--- src/sv/rrstc_pkg.sv ---
// Package with the item types, register indexes and constants of the row range-sum counter.
package rrstc_pkg;

   localparam int ROW_W        = 8;
   localparam int COL_W        = 11;
   localparam int VAL_W        = 16;
   localparam int ENTRY_W      = 27;
   localparam int CNT_W        = 8;
   localparam int DATA_W       = 32;
   localparam int CSR_ADDR_W   = 4;
   localparam int DEF_MAX_ROWS = 128;
   localparam int DEF_MAX_COLS = 1024;

   localparam logic [1:0] REG_THRESHOLD = 2'd0;
   localparam logic [1:0] REG_ROW_COUNT = 2'd1;
   localparam logic [1:0] REG_COL_COUNT = 2'd2;

   localparam logic ACT_LOAD  = 1'b0;
   localparam logic ACT_QUERY = 1'b1;

   typedef struct packed {
      logic                    action;
      logic [ROW_W-1:0]        row;
      logic [COL_W-1:0]        col;
      logic signed [VAL_W-1:0] value;
      logic [COL_W-1:0]        left;
      logic [COL_W-1:0]        right;
   } req_type;

   typedef struct packed {
      logic [CNT_W-1:0] above_count;
      logic [CNT_W-1:0] not_above_count;
   } rsp_type;

   typedef struct packed {
      logic signed [DATA_W-1:0] threshold;
      logic [ROW_W-1:0]         row_count;
      logic [COL_W-1:0]         col_count;
   } cfg_type;

endpackage

--- src/sv/rrstc_csr.sv ---
// Configuration register file behind the APB-style port.
module rrstc_csr (
   input  logic                                clock,
   input  logic                                reset,
   input  logic                                psel,
   input  logic                                penable,
   input  logic                                pwrite,
   input  logic [rrstc_pkg::CSR_ADDR_W-1:0]    paddr,
   input  logic [rrstc_pkg::DATA_W-1:0]        pwdata,
   output logic [rrstc_pkg::DATA_W-1:0]        prdata,
   output logic                                pready,
   output rrstc_pkg::cfg_type                  cfg
);

   logic signed [rrstc_pkg::DATA_W-1:0] threshold_ff, threshold_in;
   logic [rrstc_pkg::ROW_W-1:0]         row_count_ff, row_count_in;
   logic [rrstc_pkg::COL_W-1:0]         col_count_ff, col_count_in;
   logic                                write_en;
   logic [1:0]                          reg_index;

   assign pready    = 1'b1;
   assign write_en  = psel & penable & pwrite;
   assign reg_index = paddr[3:2];

   always_comb begin
      threshold_in = threshold_ff;
      row_count_in = row_count_ff;
      col_count_in = col_count_ff;
      prdata       = '0;
      unique case (reg_index)
         rrstc_pkg::REG_THRESHOLD: begin
            prdata = threshold_ff;
            if (write_en) threshold_in = pwdata;
         end
         rrstc_pkg::REG_ROW_COUNT: begin
            prdata = rrstc_pkg::DATA_W'(row_count_ff);
            if (write_en) row_count_in = pwdata[rrstc_pkg::ROW_W-1:0];
         end
         rrstc_pkg::REG_COL_COUNT: begin
            prdata = rrstc_pkg::DATA_W'(col_count_ff);
            if (write_en) col_count_in = pwdata[rrstc_pkg::COL_W-1:0];
         end
         default: begin
            prdata = '0;
         end
      endcase
   end

   always_ff @(posedge clock) begin
      if (reset) begin
         threshold_ff <= '0;
         row_count_ff <= rrstc_pkg::ROW_W'(1);
         col_count_ff <= rrstc_pkg::COL_W'(1);
      end else begin
         threshold_ff <= threshold_in;
         row_count_ff <= row_count_in;
         col_count_ff <= col_count_in;
      end
   end

   assign cfg.threshold = threshold_ff;
   assign cfg.row_count = row_count_ff;
   assign cfg.col_count = col_count_ff;

endmodule

--- config.mk ---
export PLATFORM = sky130hd
export DESIGN_NAME = rrstc_csr
export DESIGN_NICKNAME = d
export VERILOG_FILES = /design/src/sv/rrstc_pkg.sv /design/src/sv/rrstc_csr.sv
export SDC_FILE = /design/constraint.sdc
export NUM_CORES = 1
export LEC_CHECK = 0
export BUFFER_PORTS_ARGS = -buffer_cell sky130_fd_sc_hd__clkbuf_2
export CORE_AREA = 2 2 82 84
export DETAILED_ROUTE_END_ITERATION = 8
export DIE_AREA = 0 0 84 86
export PLACE_DENSITY = 0.7
export SLEW_MARGIN = 20
export SYNTH_ARGS = -nofsm -noshare
export SYNTH_HDL_FRONTEND = slang
export SYNTH_SLANG_ARGS = --single-unit
--- constraint.sdc ---
create_clock -name clock -period 1.1 [get_ports clock]
set_input_delay 0.22 -clock clock [delete_from_list [all_inputs] [get_ports clock]]
set_output_delay 0.22 -clock clock [all_outputs]
set_load 0.1 [all_outputs]
# ---- Yosys cells after proc, flatten, opt, wreduce, memory -nomap -nowiden
# Index checks and enable logic that the tools add are counted.
dict set report word_totals {
  ff_bits 51
  inputBits 41
  output_inout_bits 84
  elab_cells 12
}
dict set report classes {
  n_eq_ne 2
  n_mux 1
  bitwise 2
  reduce_logical 4
}
# cell count
set op_table {}
lappend op_table {{32-bit one-hot mux with 3 select lines} 1}
lappend op_table {{2-bit AND reduction} 3}
lappend op_table {{1-bit bitwise AND} 2}
lappend op_table {{2-bit by 1-bit == test with 1-bit output (second input constant)} 1}
lappend op_table {{2-bit == test (second input constant)} 1}
lappend op_table {{2-bit logical NOT} 1}

# ---- Logic depth before layout (Yosys ltp)
# Gate-level depths: netlist of the first run.
dict set report depth {
  ltp_word 3
  ltp_mapped 5
  mapped_depth_nobuf 3
}

# ---- Worst setup path after synthesis of the first run
# No wires, ideal clock.
dict set report synth_path {
  path_type {reg2out}
  startpoint {register col_count_ff[6] (netlist name)}
  endpoint {output prdata[6] (netlist name)}
  arrival_ns 3.245
  t_required_ns 0.880
  setup_slack_ns -2.365
  stages_incl_launch_ff 3
  path_buffers 0
  cell_sequence {dfxtp_1 > mux2i_1 > o21ai_0}
}
dict set report synth_via {
  elab_chain_len 1
}
# element line_no
set synth_rtl {}
lappend synth_rtl {{start, declared} rrstc_csr.sv:17} ;# logic [rrstc_pkg::COL_W-1:0] col_count_ff, col_count_in;
lappend synth_rtl {{start signal, assigned} rrstc_csr.sv:53} ;# col_count_ff <= rrstc_pkg::COL_W'(1);
lappend synth_rtl {{start signal, assigned} rrstc_csr.sv:57} ;# col_count_ff <= col_count_in;
lappend synth_rtl {{32-bit one-hot mux with 3 select lines} rrstc_csr.sv:30} ;# unique case (reg_index)
lappend synth_rtl {{end, declared} rrstc_csr.sv:10} ;# output logic [rrstc_pkg::DATA_W-1:0] prdata,
# No other way between the ends.

# ---- Worst setup path after layout of the first run
dict set report layout_path {
  startpoint {register col_count_ff[7] (netlist name)}
  endpoint {output prdata[7] (netlist name)}
}
# The elaborated chain is that of the path after synthesis.

==> results.sh, run 1 <==
export IMPL_finalNetCount=483
export IMPL_antenna_cells=0
export IMPL_hold_path_class="primary input to flop"
export IMPL_fp_dieW_um=84
export IMPL_cp_slowest_cell="dfxtp_4"
export IMPL_ys_warn_count=0
export IMPL_clk_latency_ns=0.31
export IMPL_drt_wl_total_mm=11.14
export IMPL_rsz0062_at_grt="true"
export IMPL_yosys_cell_count_top_type="nand2b_1"
export IMPL_r2r_start="col_count_ff[9]"
export IMPL_slew_violations=0
export IMPL_cts_buffer_depth=2
export IMPL_synthFlopType="dfxtp_1"
export IMPL_port_buffers=121
export IMPL_gp_congestion=0.7901
export IMPL_antenna_left=0
export IMPL_setup_viol=97
export IMPL_vias=2722
export IMPL_gr_usage_met3_pct=6.160
export IMPL_grt_util_all_layers_pct=27.88
export IMPL_drc_errors=0
export IMPL_syn_to_final_growth_pct=129.8
export IMPL_synth_distinct_cells=17
export IMPL_path_delay_family="flip-flops"
export IMPL_total_power_uw=3911
export IMPL_critical_path_required_ns=0.88
export IMPL_critical_path_arrival_ns=1.18
export IMPL_path_max_fanout=2
export IMPL_hold_buffers=0
export IMPL_hold_viol=0
export IMPL_grt_pass1_vias=2911
export IMPL_fmax_mhz=716.1
export IMPL_pre_cts_slack_ns=-0.2666
export IMPL_drt_iter0_markers=88
export IMPL_holdWs_ns=0.1346
export IMPL_cp_num_cells=3
export IMPL_cts_reportedPaths_clkPinSlew_ns=0.10
export IMPL_wl_per_cell_um=21.43
export IMPL_avgSynthCellArea_sq_um=9.611
export IMPL_synthCells=264
export IMPL_initial_core_util_pct=40.42
export IMPL_grt_first_pass_wirelength_mm=15.36
export IMPL_crit_type="flop to output pin"
export IMPL_setup_slack_ns=-0.2964
export IMPL_crit_end="prdata[7]"
export IMPL_fin_crit_sh_pct=126.9
export IMPL_reg2reg_to="col_count_ff[9]"
export IMPL_synth_seq_cells=51
export IMPL_setup_tns_ns=-12.12
export IMPL_die_area_sq_um=7224
export IMPL_peakVddDrop_uv=716.4
export IMPL_yosysSeqAreaShare_pct=40.24
export IMPL_use_met2_pct=52.07
export IMPL_via_per_inst=5.235
export IMPL_drt_first_pass_iters=4
export IMPL_synth_edf_count=0
export IMPL_clock_root_buffer="clkbuf_8"
export IMPL_r2r_slack_ns=0.05
export IMPL_period_minus_slack_ns=1.396
export IMPL_gr_usage_met1_pct=28.47
export IMPL_p_per_area_nw_per_um2=670.8
export IMPL_grt_max_degree=44
export IMPL_synth_top_area_share_pct=40.24
export IMPL_async_flop_share_pct=0
export IMPL_synthTopCellsByCount="nand2b_1 (81), mux2i_1 (62), dfxtp_1 (51), and2_1 (21), clkbuf_1 (12)"
export IMPL_ys_top_cells_by_area="dfxtp_1 (40%), mux2i_1 (24%), nand2b_1 (20%)"
export IMPL_antenna_found_initial=0
export IMPL_fp_coreArea_sq_um=6277
export IMPL_cp_cell_sequence="mux2i_4 -> o21ai_4 -> buf_12"
export IMPL_rows=29
export IMPL_overflow=0
export IMPL_syn_area_sq_um=2537
export IMPL_violations="negative setup slack"
export IMPL_drive_gt1_share_pct=67.04
export IMPL_cts_num_sinks=51
export IMPL_ios=125
export IMPL_max_stage_delay_ns=0.38
export IMPL_die_h_um=86
export IMPL_ff2ff_path_depth=5
export IMPL_yosysTopAreaCell="dfxtp_1"
export IMPL_clock_skew_ns=0
export IMPL_path_buf_inv=1
export IMPL_synth_nets=305
export IMPL_max_cap_viol_count=0
export IMPL_status="finished with violations"
export IMPL_cp_startpoint="col_count_ff[7]"
export IMPL_busiest_layer="met2"
export IMPL_htree_levels=2
export IMPL_cts_tree="built"
export IMPL_startpoint_type="flop"
export IMPL_place_hpwl_mm=5.994
export IMPL_cts_buffers=5
export IMPL_end_kind="output pin"
export IMPL_leakage_uw=0.002393
-- worst min-delay path by stage --
| stage | from | end | slack (ns) | cells after the start |
|---|---|---|---|---|
| after floorplan | pwdata[22] | threshold_ff[22] | 0.36 | 2 |
| after global placement | pwdata[12] | threshold_ff[12] | 0.45 | 3 |
| after detailed placement | pwdata[30] | threshold_ff[30] | 0.46 | 3 |
| after CTS | pwdata[22] | threshold_ff[22] | 0.13 | 3 |
| after global routing | pwdata[15] | threshold_ff[15] | 0.13 | 3 |
| final | pwdata[15] | threshold_ff[15] | 0.13 | 3 |
-- sequential cells by signal, indices dropped and copies added, names as in the netlist --
name,count
col_count_ff,11
threshold_ff,32
row_count_ff,8
-- metal layers --
metal / routed length [um] / vias up
li1: - / 1221
met2: 5982 / 131
met4: 393 / 0
met1: 4186 / 1334
met5: 0 / -
met3: 581 / 36
-- report_power, final --
group	switching [uW]	internal [uW]
clock	678	450
combinational	548	441
sequential	32.9	1760
-- worst min-delay path, stage by stage --
cell      delay [ns]
clkbuf_2        0.08
nand2b_1        0.06
mux2i_1         0.06
-- cell type report --
class / instances / area (sq um)
fillers: 208 / 446.7
well taps: 77 / 96.34
clock buffers: 5 / 68.82
multi-input cells: 193 / 1733
flip-flops and latches: 51 / 1212
repair buffers: 191 / 2701
clock inverters: 3 / 18.77
-- cells in the final DEF (no fill, tap or decap) --
cell type  synthesis  layout
buf_8              0       1
mux2i_4            0      12
mux2i_1           62      50
clkbuf_8           0       6
nand4_4            1       1
and4_4             0       1
o21ai_4            0       8
buf_6              3      32
clkbuf_16          0       4
and2_4             0      21
conb_1             1       1
nor2_1             7       3
nor2b_1            2       2
clkbuf_2           0      36
dfxtp_4            0      51
clkinv_2           0       2
buf_16             0       2
nand2b_1          81      81
buf_4              2      26
inv_6              0       1
nand2_1            8       8
nand4_1            1       1
buf_12             0      89
nor2_4             0       4
-- cell families (layout without fill, tap and decap cells) --
family	Yosys count	in the layout	share of synthesized area, %
flip-flops	51	51	40.24
multiplexers	62	62	24.46
AND/OR/NAND/NOR	122	122	29.29
other	1	1	0.1478
buffers and inverters	20	199	4.289
AO/OA/AOI/OAI	8	8	1.578
-- metrics by stage --
| step | util (%) | cell area, sq um | std cells |
|---|---|---|---|
| after floorplan | - | 3029 | 264 |
| after global placement | 80.33 | 5042 | 457 |
| after detailed placement | 80.33 | 5042 | 457 |
| after CTS | 89.70 | 5630 | 504 |
| after global routing | 92.88 | 5831 | 520 |
| final | 92.88 | 5831 | 520 |
-- repair_timing --
item / CTS / global route
endpoints found under the setup margin: 45 / 92
endpoints found under the hold margin: 0 / 0
pin swaps: 13 / 5
setup buffers: 36 / 25
gates resized for setup: 39 / 25
gates cloned: 3 / 4
Note: power is estimated with default switching activity, not from simulation.
==> run 2: changes to the inputs <==
- CORE_AREA: 2 2 82 84 -> 5 5 85 87
- DIE_AREA: 0 0 84 86 -> 0 0 90 92
- SKIP_LAST_GASP: unset -> 1
==> results.sh, run 2 (same netlist as run 1, synthesis figures left out) <==
export IMPL_overflow=0
export IMPL_drive_gt1_share_pct=65.82
export IMPL_fp_coreArea_sq_um=6277
export IMPL_drt_iter0_markers=103
export IMPL_vias=2561
export IMPL_period_minus_slack_ns=1.350
export IMPL_grt_first_pass_wirelength_mm=14.26
export IMPL_top_regs="threshold_ff x32, col_count_ff x11, row_count_ff x8"
export IMPL_startpoint_type="primary input"
export IMPL_r2r_start="threshold_ff[1]"
export IMPL_hold_path_class="primary input to flop"
export IMPL_p_per_area_nw_per_um2=672.0
export IMPL_max_cap_viol_count=0
export IMPL_cts_buffers=5
export IMPL_via_per_inst=5.022
export IMPL_rsz0062_at_grt="true"
export IMPL_hold_viol=0
export IMPL_clock_skew_ns=0
export IMPL_grt_max_degree=64
export IMPL_dp_cells=460
export IMPL_rows=29
export IMPL_antenna_found_initial=0
export IMPL_leakage_uw=0.002288
export IMPL_clock_root_buffer="clkbuf_8"
export IMPL_fmax_mhz=740.9
export IMPL_place_hpwl_mm=6.274
export IMPL_fillers=251
export IMPL_violations="negative setup slack"
export IMPL_antenna_left=0
export IMPL_wl_per_cell_um=19.30
export IMPL_holdWs_ns=0.1319
export IMPL_largest_reg_flops=32
export IMPL_drt_wl_total_mm=9.841
export IMPL_grt_util_all_layers_pct=21.40
export IMPL_fp_dieW_um=90
export IMPL_drc_errors=0
export IMPL_die_area_sq_um=8280
export IMPL_peakVddDrop_uv=687.1
export IMPL_setup_viol=63
export IMPL_slew_violations=0
export IMPL_end_kind="output pin"
export IMPL_cts_buffer_depth=2
export IMPL_regMostFlops="threshold_ff"
export IMPL_crit_type="primary input to output pin"
export IMPL_die_h_um=92
export IMPL_post_layout_nonfiller_instances=510
export IMPL_critical_path_required_ns=0.88
export IMPL_initial_core_util_pct=40.42
export IMPL_min_from="pwdata[27]"
export IMPL_critical_path_arrival_ns=1.13
export IMPL_drt_first_pass_iters=4
export IMPL_ios=125
export IMPL_r2r_slack_ns=0.16
export IMPL_ff2ff_path_depth=5
export IMPL_antenna_cells=0
export IMPL_most_common_layout_cells="buf_12 (86), nand2b_1 (81), mux2i_1 (50)"
export IMPL_fin_crit_sh_pct=122.7
export IMPL_holdPathEnd="threshold_ff[27]"
export IMPL_reg2reg_to="threshold_ff[1]"
export IMPL_path_max_fanout=6
export IMPL_htree_levels=2
export IMPL_layout_commonest_cell="buf_12"
export IMPL_hold_depth=3
export IMPL_clk_latency_ns=0.30
export IMPL_grt_pass1_vias=2725
export IMPL_pre_cts_slack_ns=-0.3199
export IMPL_gp_congestion=0.7364
export IMPL_port_buffers=121
export IMPL_setup_slack_ns=-0.2497
export IMPL_cts_tree="built"
export IMPL_status="finished with violations"
export IMPL_cts_num_sinks=51
export IMPL_cts_reportedPaths_clkPinSlew_ns=0.09
export IMPL_finalNetCount=473
export IMPL_syn_to_final_growth_pct=120.5
==> run 2: per-layer routing <==
metal	routed length, um	up-vias	part of all wire, %	track usage (%)
met4	242	0	2.5	7.320
li1	-	1201	-	-
met5	0	-	0	0
met1	3430	1252	35	21.64
met3	484	21	4.9	6.056
met2	5684	87	58	41.65
==> run 2: worst max path at each step <==
stage,cells past startpoint,startpoint,slack (ns),endpoint
6_report,6,paddr[3],-0.25,prdata[5]
5_1_grt,3,threshold_ff[6],-0.27,prdata[6]
3_3_place_gp,5,paddr[3],-0.28,prdata[13]
4_1_cts,3,col_count_ff[4],-0.22,prdata[4]
2_1_floorplan,2,col_count_ff[1],-0.36,prdata[1]
3_5_place_dp,5,paddr[3],-0.32,prdata[0]
==> run 2: repair_timing <==
item / 4_1_cts / 5_1_grt
hold buffers: 0 / 0
pin swaps: 11 / 4
gates cloned: 2 / 0
endpoints found under the setup margin: 37 / 74
resized for setup: 18 / 28
buffers inserted: 25 / 19
==> run 2: stage by stage <==
| stage | util, % | cell area (sq um) | power, uW | setup TNS [ns] |
|---|---|---|---|---|
| after floorplan | - | 3029 | 2366 | -4.229 |
| after global placement | 80.09 | 5027 | 2662 | -18.03 |
| after detailed placement | 80.09 | 5027 | 2681 | -20.12 |
| after CTS | 86.49 | 5429 | 3785 | -7.609 |
| after global routing | 89.14 | 5595 | 3909 | -9.986 |
| final | 89.14 | 5595 | 3760 | -7.615 |
==> run 2: layout make-up <==
class                   instances  area (sq um)  share of cell area [%]
repair buffers                181          2492                   44.54
multi-input cells             193          1723                   30.79
flip-flops and latches         51          1202                   21.49
well taps                      77         96.34                   1.722
clock buffers                   6         72.57                   1.297
clock inverters                 2         8.758                  0.1565
==> run 2: power breakdown <==
| group | internal [uW] | switching, uW | leakage [uW] |
|---|---|---|---|
| sequential | 1770 | 31.8 | 0.000450 |
| clock | 439 | 603 | 0.0000426 |
| combinational | 398 | 519 | 0.00180 |
| total | 2610 | 1150 | 0.00229 |
==> run 2: critical path: stages <==
cell and delay, ns:
clkbuf_16 0.14, nor2b_1 0.20, buf_4 0.19, nand2_1 0.10, o21ai_4 0.08, buf_12 0.19
