==> config.mk <==
export PLATFORM = sky130hd
export DESIGN_NAME = rrstc_ctrl
export DESIGN_NICKNAME = d
export VERILOG_FILES = /design/src/sv/rrstc_pkg.sv /design/src/sv/rrstc_ctrl.sv
export SDC_FILE = /design/constraint.sdc
export NUM_CORES = 1
export LEC_CHECK = 0
export BUFFER_PORTS_ARGS = -buffer_cell sky130_fd_sc_hd__buf_2
export CAP_MARGIN = 20
export CORE_MARGIN = 2
export CORE_UTILIZATION = 24
export CTS_CLUSTER_SIZE = 16
export DETAILED_ROUTE_END_ITERATION = 8
export PLACE_DENSITY = 0.44
export SLEW_MARGIN = 5
export SYNTH_ARGS = -nofsm -noshare
export SYNTH_HDL_FRONTEND = slang
export SYNTH_SLANG_ARGS = --single-unit
==> constraint.sdc <==
create_clock -name clock -period 6.7 [get_ports clock]
set_clock_uncertainty 0.05 [all_clocks]
set_input_delay 1.34 -clock clock [delete_from_list [all_inputs] [get_ports clock]]
set_output_delay 1.34 -clock clock [all_outputs]
set_load 0.03 [all_outputs]
==> src/sv/rrstc_pkg.sv <==
// Package with the item types, register indexes and constants of the row range-sum counter.
package rrstc_pkg;

   localparam int ROW_W        = 8;
   localparam int COL_W        = 11;
   localparam int VAL_W        = 16;
   localparam int ENTRY_W      = 27;
   localparam int CNT_W        = 8;
   localparam int DATA_W       = 32;
   localparam int CSR_ADDR_W   = 4;
   localparam int DEF_MAX_ROWS = 128;
   localparam int DEF_MAX_COLS = 1024;

   localparam logic [1:0] REG_THRESHOLD = 2'd0;
   localparam logic [1:0] REG_ROW_COUNT = 2'd1;
   localparam logic [1:0] REG_COL_COUNT = 2'd2;

   localparam logic ACT_LOAD  = 1'b0;
   localparam logic ACT_QUERY = 1'b1;

   typedef struct packed {
      logic                    action;
      logic [ROW_W-1:0]        row;
      logic [COL_W-1:0]        col;
      logic signed [VAL_W-1:0] value;
      logic [COL_W-1:0]        left;
      logic [COL_W-1:0]        right;
   } req_type;

   typedef struct packed {
      logic [CNT_W-1:0] above_count;
      logic [CNT_W-1:0] not_above_count;
   } rsp_type;

   typedef struct packed {
      logic signed [DATA_W-1:0] threshold;
      logic [ROW_W-1:0]         row_count;
      logic [COL_W-1:0]         col_count;
   } cfg_type;

endpackage

==> src/sv/rrstc_ctrl.sv <==
// Sequencer that runs loads and row-by-row range queries against the prefix table.
module rrstc_ctrl #(
   parameter int MAX_ROWS = rrstc_pkg::DEF_MAX_ROWS,
   parameter int MAX_COLS = rrstc_pkg::DEF_MAX_COLS,
   parameter int ADDR_W   = 17
) (
   input  logic                               clock,
   input  logic                               reset,
   input  logic                               start,
   output logic                               busy,
   input  rrstc_pkg::req_type                 req_data,
   output logic                               rsp_valid,
   output rrstc_pkg::rsp_type                 rsp_data,
   input  rrstc_pkg::cfg_type                 cfg,
   output logic                               wr_en,
   output logic [ADDR_W-1:0]                  wr_addr,
   output logic [rrstc_pkg::ENTRY_W-1:0]      wr_data,
   output logic [ADDR_W-1:0]                  rd_addr_a,
   output logic [ADDR_W-1:0]                  rd_addr_b,
   input  logic [rrstc_pkg::ENTRY_W-1:0]      rd_data_a,
   input  logic [rrstc_pkg::ENTRY_W-1:0]      rd_data_b
);

   localparam int ROW_W   = rrstc_pkg::ROW_W;
   localparam int COL_W   = rrstc_pkg::COL_W;
   localparam int CNT_W   = rrstc_pkg::CNT_W;
   localparam int ENTRY_W = rrstc_pkg::ENTRY_W;
   localparam int VAL_W   = rrstc_pkg::VAL_W;
   localparam int DATA_W  = rrstc_pkg::DATA_W;
   localparam int ROW_LIM = (MAX_ROWS < (2 ** ROW_W) - 1) ? MAX_ROWS : (2 ** ROW_W) - 1;
   localparam int COL_LIM = (MAX_COLS < (2 ** COL_W) - 1) ? MAX_COLS : (2 ** COL_W) - 1;

   typedef enum logic [3:0] {
      ST_IDLE  = 4'b0001,
      ST_LOAD  = 4'b0010,
      ST_QUERY = 4'b0100,
      ST_DRAIN = 4'b1000
   } state_type;

   function automatic logic [ADDR_W-1:0] entry_addr(input logic [ROW_W-1:0] r,
                                                    input logic [COL_W-1:0] c);
      return ADDR_W'(32'(r) * 32'(MAX_COLS) + 32'(c));
   endfunction

   state_type            state_ff, state_in;
   logic [ROW_W-1:0]     row_ff, row_in;
   logic [ROW_W-1:0]     rows_ff, rows_in;
   logic [COL_W-1:0]     lidx_ff, lidx_in;
   logic [COL_W-1:0]     ridx_ff, ridx_in;
   logic                 lzero_ff, lzero_in;
   logic                 empty_ff, empty_in;
   logic [CNT_W-1:0]     above_ff, above_in;
   logic                 rd_vld_ff, rd_vld_in;
   logic                 diff_vld_ff, diff_vld_in;
   logic signed [ENTRY_W:0] diff_ff, diff_in;
   logic [ADDR_W-1:0]    ld_addr_ff, ld_addr_in;
   logic                 ld_first_ff, ld_first_in;
   logic [VAL_W-1:0]     ld_value_ff, ld_value_in;
   logic                 rsp_valid_ff, rsp_valid_in;
   rrstc_pkg::rsp_type   rsp_data_ff, rsp_data_in;

   logic [ROW_W-1:0]     rows_used;
   logic [COL_W-1:0]     cols_used;
   logic [COL_W-1:0]     left_adj;
   logic [COL_W-1:0]     right_adj;
   logic                 load_ok;
   logic [ENTRY_W:0]     ext_a;
   logic [ENTRY_W:0]     ext_b;
   logic signed [DATA_W-1:0] diff_wide;

   assign rows_used = (cfg.row_count > ROW_W'(ROW_LIM)) ? ROW_W'(ROW_LIM) : cfg.row_count;
   assign cols_used = (cfg.col_count > COL_W'(COL_LIM)) ? COL_W'(COL_LIM) : cfg.col_count;
   assign left_adj  = (req_data.left == '0) ? COL_W'(1) : req_data.left;
   assign right_adj = (req_data.right > cols_used) ? cols_used : req_data.right;
   assign load_ok   = (req_data.row != '0) && (req_data.row <= rows_used) &&
                      (req_data.col != '0) && (req_data.col <= cols_used);
   assign ext_a     = {rd_data_a[ENTRY_W-1], rd_data_a};
   assign ext_b     = lzero_ff ? '0 : {rd_data_b[ENTRY_W-1], rd_data_b};
   assign diff_wide = $signed({{(DATA_W-ENTRY_W-1){diff_ff[ENTRY_W]}}, diff_ff});

   always_comb begin
      state_in     = state_ff;
      row_in       = row_ff;
      rows_in      = rows_ff;
      lidx_in      = lidx_ff;
      ridx_in      = ridx_ff;
      lzero_in     = lzero_ff;
      empty_in     = empty_ff;
      above_in     = above_ff;
      ld_addr_in   = ld_addr_ff;
      ld_first_in  = ld_first_ff;
      ld_value_in  = ld_value_ff;
      rsp_valid_in = 1'b0;
      rsp_data_in  = rsp_data_ff;
      rd_vld_in    = (state_ff == ST_QUERY);
      diff_vld_in  = rd_vld_ff;
      diff_in      = diff_ff;
      wr_en        = 1'b0;
      wr_addr      = ld_addr_ff;
      wr_data      = (ld_first_ff ? '0 : rd_data_a) +
                     {{(ENTRY_W-VAL_W){ld_value_ff[VAL_W-1]}}, ld_value_ff};
      rd_addr_a    = entry_addr(req_data.row - ROW_W'(1), req_data.col - COL_W'(2));
      rd_addr_b    = entry_addr(row_ff, lidx_ff);

      if (rd_vld_ff) begin
         diff_in = empty_ff ? '0 : $signed(ext_a - ext_b);
      end
      if (diff_vld_ff && (diff_wide > cfg.threshold)) begin
         above_in = above_ff + CNT_W'(1);
      end

      unique case (state_ff)
         ST_IDLE: begin
            if (start) begin
               if (req_data.action == rrstc_pkg::ACT_LOAD) begin
                  if (load_ok) begin
                     ld_addr_in  = entry_addr(req_data.row - ROW_W'(1),
                                              req_data.col - COL_W'(1));
                     ld_first_in = (req_data.col == COL_W'(1));
                     ld_value_in = req_data.value;
                     state_in    = ST_LOAD;
                  end
               end else if (rows_used == '0) begin
                  rsp_valid_in = 1'b1;
                  rsp_data_in  = '0;
               end else begin
                  row_in   = '0;
                  rows_in  = rows_used;
                  above_in = '0;
                  lidx_in  = left_adj - COL_W'(2);
                  ridx_in  = right_adj - COL_W'(1);
                  lzero_in = (left_adj == COL_W'(1));
                  empty_in = (left_adj > right_adj);
                  state_in = ST_QUERY;
               end
            end
         end
         ST_LOAD: begin
            wr_en    = 1'b1;
            state_in = ST_IDLE;
         end
         ST_QUERY: begin
            rd_addr_a = entry_addr(row_ff, ridx_ff);
            row_in    = row_ff + ROW_W'(1);
            if (row_ff == rows_ff - ROW_W'(1)) begin
               state_in = ST_DRAIN;
            end
         end
         ST_DRAIN: begin
            if (!rd_vld_ff && !diff_vld_ff) begin
               rsp_valid_in                = 1'b1;
               rsp_data_in.above_count     = above_ff;
               rsp_data_in.not_above_count = rows_ff - above_ff;
               state_in                    = ST_IDLE;
            end
         end
         default: begin
            state_in = ST_IDLE;
         end
      endcase
   end

   always_ff @(posedge clock) begin
      if (reset) begin
         state_ff     <= ST_IDLE;
         rd_vld_ff    <= 1'b0;
         diff_vld_ff  <= 1'b0;
         rsp_valid_ff <= 1'b0;
      end else begin
         state_ff     <= state_in;
         rd_vld_ff    <= rd_vld_in;
         diff_vld_ff  <= diff_vld_in;
         rsp_valid_ff <= rsp_valid_in;
      end
   end

   always_ff @(posedge clock) begin
      row_ff      <= row_in;
      rows_ff     <= rows_in;
      lidx_ff     <= lidx_in;
      ridx_ff     <= ridx_in;
      lzero_ff    <= lzero_in;
      empty_ff    <= empty_in;
      above_ff    <= above_in;
      diff_ff     <= diff_in;
      ld_addr_ff  <= ld_addr_in;
      ld_first_ff <= ld_first_in;
      ld_value_ff <= ld_value_in;
      rsp_data_ff <= rsp_data_in;
   end

   assign busy      = (state_ff != ST_IDLE);
   assign rsp_valid = rsp_valid_ff;
   assign rsp_data  = rsp_data_ff;

endmodule
Word level (Yosys, flattened, before mapping):

Index checks and enable logic that the tools add are counted.

* bits in latches: 0
* logic and storage cells: 109
* memory bits (writable): 0
* ROM bits: 0
* output and inout port bits: 97
* bits of input ports: 166
* register bits after elaboration: 133
* memories: 0

* equality and inequality tests: 16
* shift-type cells: 0
* muxes and demuxes: 34
* magnitude comparators: 7
* reduce and logical (&&, ||, !) cells: 18
* bitwise operators: 2
* $add $sub $neg: 15
* multiply operators: 0
* divide/modulo/power cells: 0

Operator list (count)
* two-way mux 8 bit: 9
* adder 17 x 11 -> 17 bit: 4
* two-way mux 16 bit: 4
* two-way mux 11 bit: 3
* > comparator 28 x 32 -> 1 bit: 1
* one-hot mux 16 bit (2 select lines): 1
* two-way mux 28 bit: 1
* subtractor 28 bit: 1
* adder 27 bit: 1
* two-way mux 27 bit: 1
* two-way mux 4 bit: 6
* equality test 11 x 1 -> 1 bit, second input constant: 2
* > comparator 11 bit: 2
* subtractor 11 x 1 -> 11 bit, second input constant: 2
* subtractor 11 x 2 -> 11 bit, second input constant: 2
* two-way mux 17 bit: 1
* adder 8 x 1 -> 8 bit, second input constant: 2
* one-hot mux 8 bit (2 select lines): 1
* one-hot mux 4 bit (3 select lines): 1
* AND reduction 4 bit: 3
* > comparator 11 bit, second input constant: 1
* less-or-equal comparator 11 bit: 1
* logical NOT 11 bit: 1
* nonzero test 11 bit: 1
* 23 further kinds: 40

Depth between registers and ports, before layout:

Gate-level depths: netlist of run 1.

* depth in word-level cells: 10
* depth in mapped cells: 24
* depth with buffers taken out: 20

Least setup slack after synthesis of run 1:

No wires, ideal clock.

* kind: input -> output
* start point: input port rd_data_a[0] (netlist bit)
* end point: output port wr_data[20] (netlist bit)
* arrival: 4.351 ns
* buffers on the path: 0
* required time: 5.310 ns
* stages: 13
* slack: 0.959 ns
* cell sequence: inv_1 > nor2_1 > ha_1 > inv_1 > fa_1 > nand2b_1 > a21oi_1 > o21bai_1 > o21ai_1 > a31oi_1 > o21bai_1 > a21boi_0 > o311ai_0

* word-level cells in the longest chain between the ends: 2

Ends and longest elaborated chain
* start: declaration: RTL line rrstc_ctrl.sv:20 `input logic [rrstc_pkg::ENTRY_W-1:0] rd_data_a,`
* two-way mux 27 bit: RTL line rrstc_ctrl.sv:100 `wr_data = (ld_first_ff ? '0 : rd_data_a) +`
* adder 27 bit: RTL line rrstc_ctrl.sv:100
* end: declaration: RTL line rrstc_ctrl.sv:17 `output logic [rrstc_pkg::ENTRY_W-1:0] wr_data,`

No other way between the ends.

Worst setup path in the final report of run 1:

* start point: input port rd_data_a[0] (netlist bit)
* end point: output port wr_data[26] (netlist bit)

Same word-level chain as after synthesis.

==> flow_summary.ini, run 1 <==
[grt]
grt_pass1_wl_um = 57100
grt_usage_pct = 14.87
grt-busiest-layer = met2
use_met2_pct = 25.33
grt_pass1_vias = 10240
grt_overflow = 0
antenna_found_initial = 1
use_met3_pct = 3.344
grt_max_degree = 39
grt_use_met1_pct = 18.37

[synth]
ys_async_sr_fraction_pct = 0
yosys_warnings = 0
yosys.area.top_type_share_pct = 30.27
ys.flop_type = edfxtp_1
synth_area_mm2 = 0.01171
synth_area_leader_cell = edfxtp_1
ys_seq_elements = 133
synth-edff-count = 118
netlist_instances = 1302
synth_area_leaders = edfxtp_1, ha_1, xnor2_1
seq_area_frac_synth_pct = 32.83
synthesis.nets = 1623
ys_types = 80
syn_area_per_cell_um2 = 8.992

[place]
portBuffers = 262
dp_hpwl_um = 30180
gp_congestion = 0.8631
pre_cts_slack_ns = 1.010

[sta]
tns_ns = 0
worst_pin_slew_ns = 1.028
relSlewSlack_pct = 31.47
setup_viol = 0
slew_viol_final = 0
finalHoldViolCount = 0
finalCritPeriodShare_pct = 85.44
min_period_ns = 5.724
fin_ws_ns = 0.9756
fmax_ghz = 0.1747
rsz0062_at_grt = false

[critical_path]
cpMaxStageDelayCell = fa_1
critPathTopFamily = compound AO/OA/AOI/OAI gates
worstSetupStartpointType = input pin
worstReg2RegEnd = diff_ff[26]$_SDFFCE_PP0P_
cp_max_fo = 5
timing.rr.start = lzero_ff$_DFFE_PP_
regToRegSetupSlack_ns = 2.95
worstSetupPathType = input pin to output pin
required_ns = 5.31
worstPathArrival_ns = 4.33
max_stage_delay_ns = 0.40
crit_buf_inv = 4
crit_path_start = rd_data_a[0]
worstPathCellList = buf_2 -> inv_1 -> nor2_1 -> ha_1 -> inv_1 -> fa_1 -> nand2b_1 -> a21oi_1 -> o21bai_1 -> o21ai_1 -> a31oi_1 -> o211ai_1 -> a2111oi_0 -> a311oi_1 -> buf_2
endpoint_kind = output pin
reg2reg_depth = 10

[hold_path]
hold_path_class = flop to flop
min-delay-start = above_ff[6]$_DFF_P_
hold_path_end = above_ff[6]$_DFF_P_
hold_depth = 2

[power]
p_comb_share_pct = 29.0
p_leak_uw = 0.006217
irDropWorstVdd_v = 0.0001468
power_frac_seq_pct = 36.3
switching_share_pct = 34.52
p_int_uw = 1760
power_frac_clock_pct = 34.7
p_sw_uw = 928.2
power_density_mw_per_mm2 = 189.6

[routing]
first_pass_iters = 4
route.detailed.drc = 0
routedWlPerCell_um = 17.09
drt_iter0_drc = 409
viasPerCell = 4.710
vias = 10190
drtAntennaViolNets = 0
totalWireLength_um = 36970

[finish]
drive_above_1_share_pct = 21.58
nets = 1856
syn_to_final_growth_pct = 21.10
nFillCells = 5131

[floorplanning]
fp-row-count = 80
start_util_pct = 24.42
design.core.area_mm2 = 0.04795
die_w_um = 224.9
dieArea_mm2 = 0.05056
die_h_um = 224.9
io_pins = 263

[clock_network]
insertion_delay_ns = 0.47
htreeDepth = 4
cts_tree = done
cts_resized = 0
clockBufferDepth = 2
cts-root-buf = clkbuf_16
cts_buffers = 17
cts_sinks = 133
holdBufCountCts = 0
postCtsSetupRepairBufs = 0
clkSlewWorstSetupHoldPaths_ns = 0.07

[outcome]
status = finished clean

[flow_run]
maxCapViolCount = 0
==> synth_stat cells (3+ instances only) <==
cell      count
nand2_1      88
ha_1        152
mux2_2        4
and4_1        4
nor3b_1       5
buf_2         3
and3_1        7
nand2b_1     44
buf_4        10
and3b_1       3
o21a_1       21
nor4b_1       5
o21ai_0      65
edfxtp_1    118
fa_1          3
xor2_1       48
inv_1        96
or3_1         6
xnor2_1      60
or2_2         8
a211o_1       4
a21o_1       35
a41oi_1       3
a21boi_0      6
dfxtp_1      15
or4_1         6
a21oi_1      77
a211oi_1     12
nor3_1       32
nand3b_1      4
and2_1       10
nand3_1      30
o31ai_1       7
nor4_1       12
clkbuf_1     38
nor2b_1      52
o21ai_1       3
a31oi_1      19
a221o_1       4
nor2_1      106
mux2i_1       3
nand4_1      21
o21bai_1      7
==> per-layer routing <==
layer / up-vias / wire, um
li1: 5149 / -
met2: 201 / 18120
met1: 4796 / 16500
met4: 2 / 732
met5: - / 13
met3: 45 / 1608
==> registers in the layout, summed over array words and instances (netlist names), 4 cells and up <==
register / count
diff_ff: 28
wr_addr: 17
ld_value_ff: 16
rsp_data: 16
lidx_ff: 11
ridx_ff: 11
above_ff: 8
row_ff: 8
rows_ff: 8
state_ff: 4
==> cell families after synthesis <==
group	count (synthesis)	share of synthesized area, %
simple gates	457	20.50
flops	133	32.83
fa+ha+maj	155	16.76
buf+inv	150	5.173
xor+xnor	108	8.079
mux	8	0.7374
compound gates	291	15.92
==> cell usage in the layout (no fill, tap or decap), drive strengths merged, types with 35 or more instances in the layout <==
| master | netlist | final |
|---|---|---|
| a21oi | 78 | 78 |
| ha | 152 | 152 |
| xor2 | 48 | 48 |
| o21ai | 68 | 68 |
| nand2b | 44 | 44 |
| buf | 15 | 268 |
| xnor2 | 60 | 60 |
| nor2b | 53 | 53 |
| inv | 96 | 105 |
| nand2 | 88 | 88 |
| a21o | 35 | 35 |
| edfxtp | 118 | 118 |
| nor2 | 106 | 106 |
==> worst register-to-register path, stage by stage (launching register included) <==
cell,delay (ns)
edfxtp_1,0.90
nand2b_1,0.22
ha_1,0.28
nor2b_4,0.16
o31a_1,0.28
o221a_1,0.26
or4_4,0.55
nand4_2,0.12
a31oi_2,0.11
a31oi_1,0.20
mux2_1,0.36
==> layout make-up <==
type | instances | area (um2) | share of cell area (%)
Clock buffer | 19 | 464.2 | 3.274
Sequential cell | 133 | 3844 | 27.11
Inverter | 96 | 360.3 | 2.542
Multi-Input combinational cell | 1019 | 7274 | 51.31
Antenna cell | 1 | 2.502 | 0.01765
Timing Repair Buffer | 268 | 1356 | 9.567
Clock inverter | 13 | 106.4 | 0.7502
Tap cell | 615 | 769.5 | 5.428
==> power groups by stage <==
stage                     combinational (uW)  sequential, uW  clock, uW
after floorplan                          540             985          0
after global placement                   780             993          0
after detailed placement                 783             993          0
after CTS                                788             976        977
after global routing                     869             979       1010
final                                    780             975        934
==> worst max path at each step <==
stage,to,slack (ns),cells after the start
after CTS,wr_data[26],0.99,13
after global placement,wr_data[26],1.09,15
after floorplan,wr_data[20],0.96,13
after detailed placement,wr_data[26],1.01,15
after global routing,wr_data[23],0.51,12
final,wr_data[26],0.98,15
==> stage by stage <==
stage	area [um2]	hold WS, ns	instances	util (%)	power (uW)
floorplan	11710	0.3847	1302	-	1525
global placement	13600	0.3933	2131	28.37	1773
detailed placement	13600	0.3997	2131	28.37	1776
CTS	14170	0.4107	2163	29.56	2741
global route	14170	0.4535	2163	29.56	2854
finish	14180	0.4081	2164	29.57	2689
Power figures use the tool's default switching activity.
==> inputs of run 2 (changes only) <==
--- a/config.mk
+++ b/config.mk
@@ -5,14 +5,17 @@
 export SDC_FILE = /design/constraint.sdc
 export NUM_CORES = 1
 export LEC_CHECK = 0
+export ABC_AREA = 1
 export BUFFER_PORTS_ARGS = -buffer_cell sky130_fd_sc_hd__buf_2
 export CAP_MARGIN = 20
 export CORE_MARGIN = 2
 export CORE_UTILIZATION = 24
 export CTS_CLUSTER_SIZE = 16
 export DETAILED_ROUTE_END_ITERATION = 8
+export GPL_TIMING_DRIVEN = 0
 export PLACE_DENSITY = 0.44
 export SLEW_MARGIN = 5
 export SYNTH_ARGS = -nofsm -noshare
 export SYNTH_HDL_FRONTEND = slang
 export SYNTH_SLANG_ARGS = --single-unit
+export TNS_END_PERCENT = 50
==> flow_summary.ini, run 2 <==
[clock_network]
cts_tree = done
holdBufCountCts = 0
cts-root-buf = clkbuf_16
cts_resized = 0
clockBufferDepth = 2
htreeDepth = 4
clkSlewWorstSetupHoldPaths_ns = 0.06
insertion_delay_ns = 0.47
cts_sinks = 133
postCtsSetupRepairBufs = 0
cts_buffers = 17

[finish]
final_util_pct = 29.89
drive_above_1_share_pct = 18.29
syn_to_final_growth_pct = 23.67
layout_common_cells = nand2_1, buf_2, inv_1
seq_area_mm2 = 0.003845
nets = 2216
final_cells = 2583
fin_area_mm2 = 0.01491
multiInputGateArea_mm2 = 0.007086
largest_reg_flops = 28
largest-register = diff_ff
final_common_cell = nand2_1
nFillCells = 5492

[grt]
grt_usage_pct = 15.85
grt_max_degree = 31
antenna_found_initial = 8
grt_pass1_wl_um = 63450
grt_overflow = 0
grt_pass1_vias = 11390

[floorplanning]
fp-row-count = 82
die_w_um = 228.1
start_util_pct = 24.17
die_h_um = 228.1
dieArea_mm2 = 0.05203
io_pins = 263
design.core.area_mm2 = 0.04986

[critical_path]
regToRegSetupSlack_ns = 3.25
max_stage_delay_ns = 0.44
worstSetupStartpointType = flop
crit_buf_inv = 5
cp_max_fo = 10
worstSetupPathType = flop to output pin
worstPathCellList = clkbuf_1 -> clkbuf_1 -> nor2_1 -> ha_1 -> inv_1 -> fa_1 -> o21ai_1 -> nand3_1 -> nand2_1 -> nand2_1 -> nand2_1 -> inv_1 -> o21ai_1 -> nand3_1 -> nand2_1 -> xor2_1 -> buf_2
reg2reg_depth = 12
worstReg2RegEnd = diff_ff[24]$_SDFFCE_PP0P_
timing.rr.start = lzero_ff$_DFFE_PP_
worstPathArrival_ns = 4.05
required_ns = 5.31
critPathTopFamily = buffers and inverters
endpoint_kind = output pin
cpMostUsedCell = nand2_1
cpMaxStageDelayCell = fa_1

[sta]
finalHoldViolCount = 0
finalCritPeriodShare_pct = 81.13
setup_viol = 0
fmax_ghz = 0.1840
holdWs_ns = 0.4452
rsz0062_at_grt = false
worst_pin_slew_ns = 0.9747
relSlewSlack_pct = 34.52
min_period_ns = 5.435
slew_viol_final = 0

[place]
dp_hpwl_um = 34610
portBuffers = 262
dpl_cell_area_mm2 = 0.01428
gp_congestion = 0.8814
post-place-cells = 2548

[power]
power_frac_seq_pct = 32.1
p_comb_share_pct = 37.1
p_sw_uw = 1334
power.total_uw = 3334
p_int_uw = 2000
power_density_mw_per_mm2 = 223.7
switching_share_pct = 40.00
p_leak_uw = 0.007128
power_frac_clock_pct = 30.8
irDropWorstVdd_v = 0.0001155

[routing]
first_pass_iters = 7
totalWireLength_um = 40790
drt_iter0_drc = 594
met2_length_um = 19200
drtAntennaViolNets = 0
wl_met3_um = 2807
routedWlPerCell_um = 15.79
highest_layer = met5
route.detailed.drc = 0
vias = 11580
viasPerCell = 4.484
wl_met1_um = 18010

[hold_path]
hold_path_class = flop to flop
min-delay-start = state_ff[0]$_SDFFE_PP1P_
hold_depth = 2
hold_path_end = state_ff[0]$_SDFFE_PP1P_

[synth]
synth_common_cells = nand2_1, inv_1, nor2_1
syn_area_per_cell_um2 = 7.500
seq_area_frac_synth_pct = 31.89
yosys_warnings = 0
synth-edff-count = 118
ys_types = 51
synthesis.nets = 1928
ys_seq_elements = 133
netlist_instances = 1607
ys_async_sr_fraction_pct = 0
synth_area_leaders = edfxtp_1, ha_1, nand2_1
ys.flop_type = edfxtp_1
synth_area_leader_cell = edfxtp_1
synth_most_common_cell = nand2_1
synth_area_mm2 = 0.01205
yosys.area.top_type_share_pct = 29.40

[outcome]
status = finished clean

[flow_run]
maxCapViolCount = 0
==> run 2: changes by cell type after synthesis, moves of 12 or more <==
cell	previous run	this run
nand2b_1	44	0
xnor2_1	60	23
nor2_1	106	200
o21ai_0	65	95
clkbuf_1	38	23
a21oi_1	77	137
o21a_1	21	8
nand3_1	30	55
nor2b_1	52	0
a21o_1	35	8
a211oi_1	12	0
nand2_1	88	305
inv_1	96	249
==> run 2: kinds of logic (layout without fill, tap and decap cells) <==
| family | after synthesis | after routing | synth area share [%] |
|---|---|---|---|
| adder cells (fa/ha/maj) | 155 | 155 | 16.28 |
| buffers and inverters | 290 | 591 | 9.447 |
| XOR/XNOR | 77 | 77 | 5.595 |
| AND/OR/NAND/NOR | 658 | 658 | 23.32 |
| AO/OA/AOI/OAI | 294 | 294 | 13.47 |
| flip-flops | 133 | 133 | 31.89 |
| other | 0 | 3 | 0 |
==> run 2: worst max-delay path by stage <==
stage	start	endpoint	slack [ns]	cells after the start
global placement	cfg[8]	ld_value_ff[15]$_DFFE_PP_	-1.65	14
detailed placement	rd_data_a[0]	wr_data[24]	1.35	17
global route	ld_first_ff$_DFFE_PP_	wr_data[24]	0.90	17
floorplan	cfg[4]	ld_first_ff$_DFFE_PP_	0.99	13
CTS	ld_first_ff$_DFFE_PP_	wr_data[24]	1.19	17
finish	ld_first_ff$_DFFE_PP_	wr_data[24]	1.26	17
==> run 2: layout make-up <==
| type | count | share of cell area, % |
|---|---|---|
| clock inverters | 15 | 1.309 |
| flip-flops and latches | 133 | 25.80 |
| inverters | 255 | 6.422 |
| multi-input cells | 1184 | 47.54 |
| well taps | 672 | 5.641 |
| clock buffers | 17 | 2.854 |
| diodes | 3 | 0.05037 |
| repair buffers | 269 | 9.175 |
| plain buffers | 35 | 1.217 |
==> run 2: stage by stage <==
stage | setup TNS [ns] | worst slack (ns)
after global routing | 0 | 0.9027
after global placement | -55.71 | -1.648
after CTS | 0 | 1.185
final | 0 | 1.265
after detailed placement | 0 | 1.348
after floorplan | 0 | 0.9887
==> run 2: worst register-to-register path, delay by kind of cell, from the launching register on <==
| family | cells | cell delay (ns) |
|---|---|---|
| and+or+nand+nor | 3 | 0.33 |
| DFF | 1 | 0.44 |
| adders and majority gates | 1 | 0.38 |
| buffers and inverters | 3 | 0.78 |
| AOI/OAI and AO/OA | 5 | 1.29 |
==> run 2: routing by layer <==
metal | track usage, % | vias up
li1 | - | 5936
met1 | 19.41 | 5304
met2 | 26.50 | 282
met3 | 4.813 | 50
met4 | 5.208 | 10
met5 | 0 | -
==> run 2: power by group through the flow <==
stage / Combinational, uW / Sequential (uW) / Clock (uW)
after global routing: 1400 / 1080 / 1090
after detailed placement: 1250 / 1090 / 0
after CTS: 1250 / 1070 / 1060
after floorplan: 840 / 1080 / 0
final: 1240 / 1070 / 1030
after global placement: 1230 / 1100 / 0
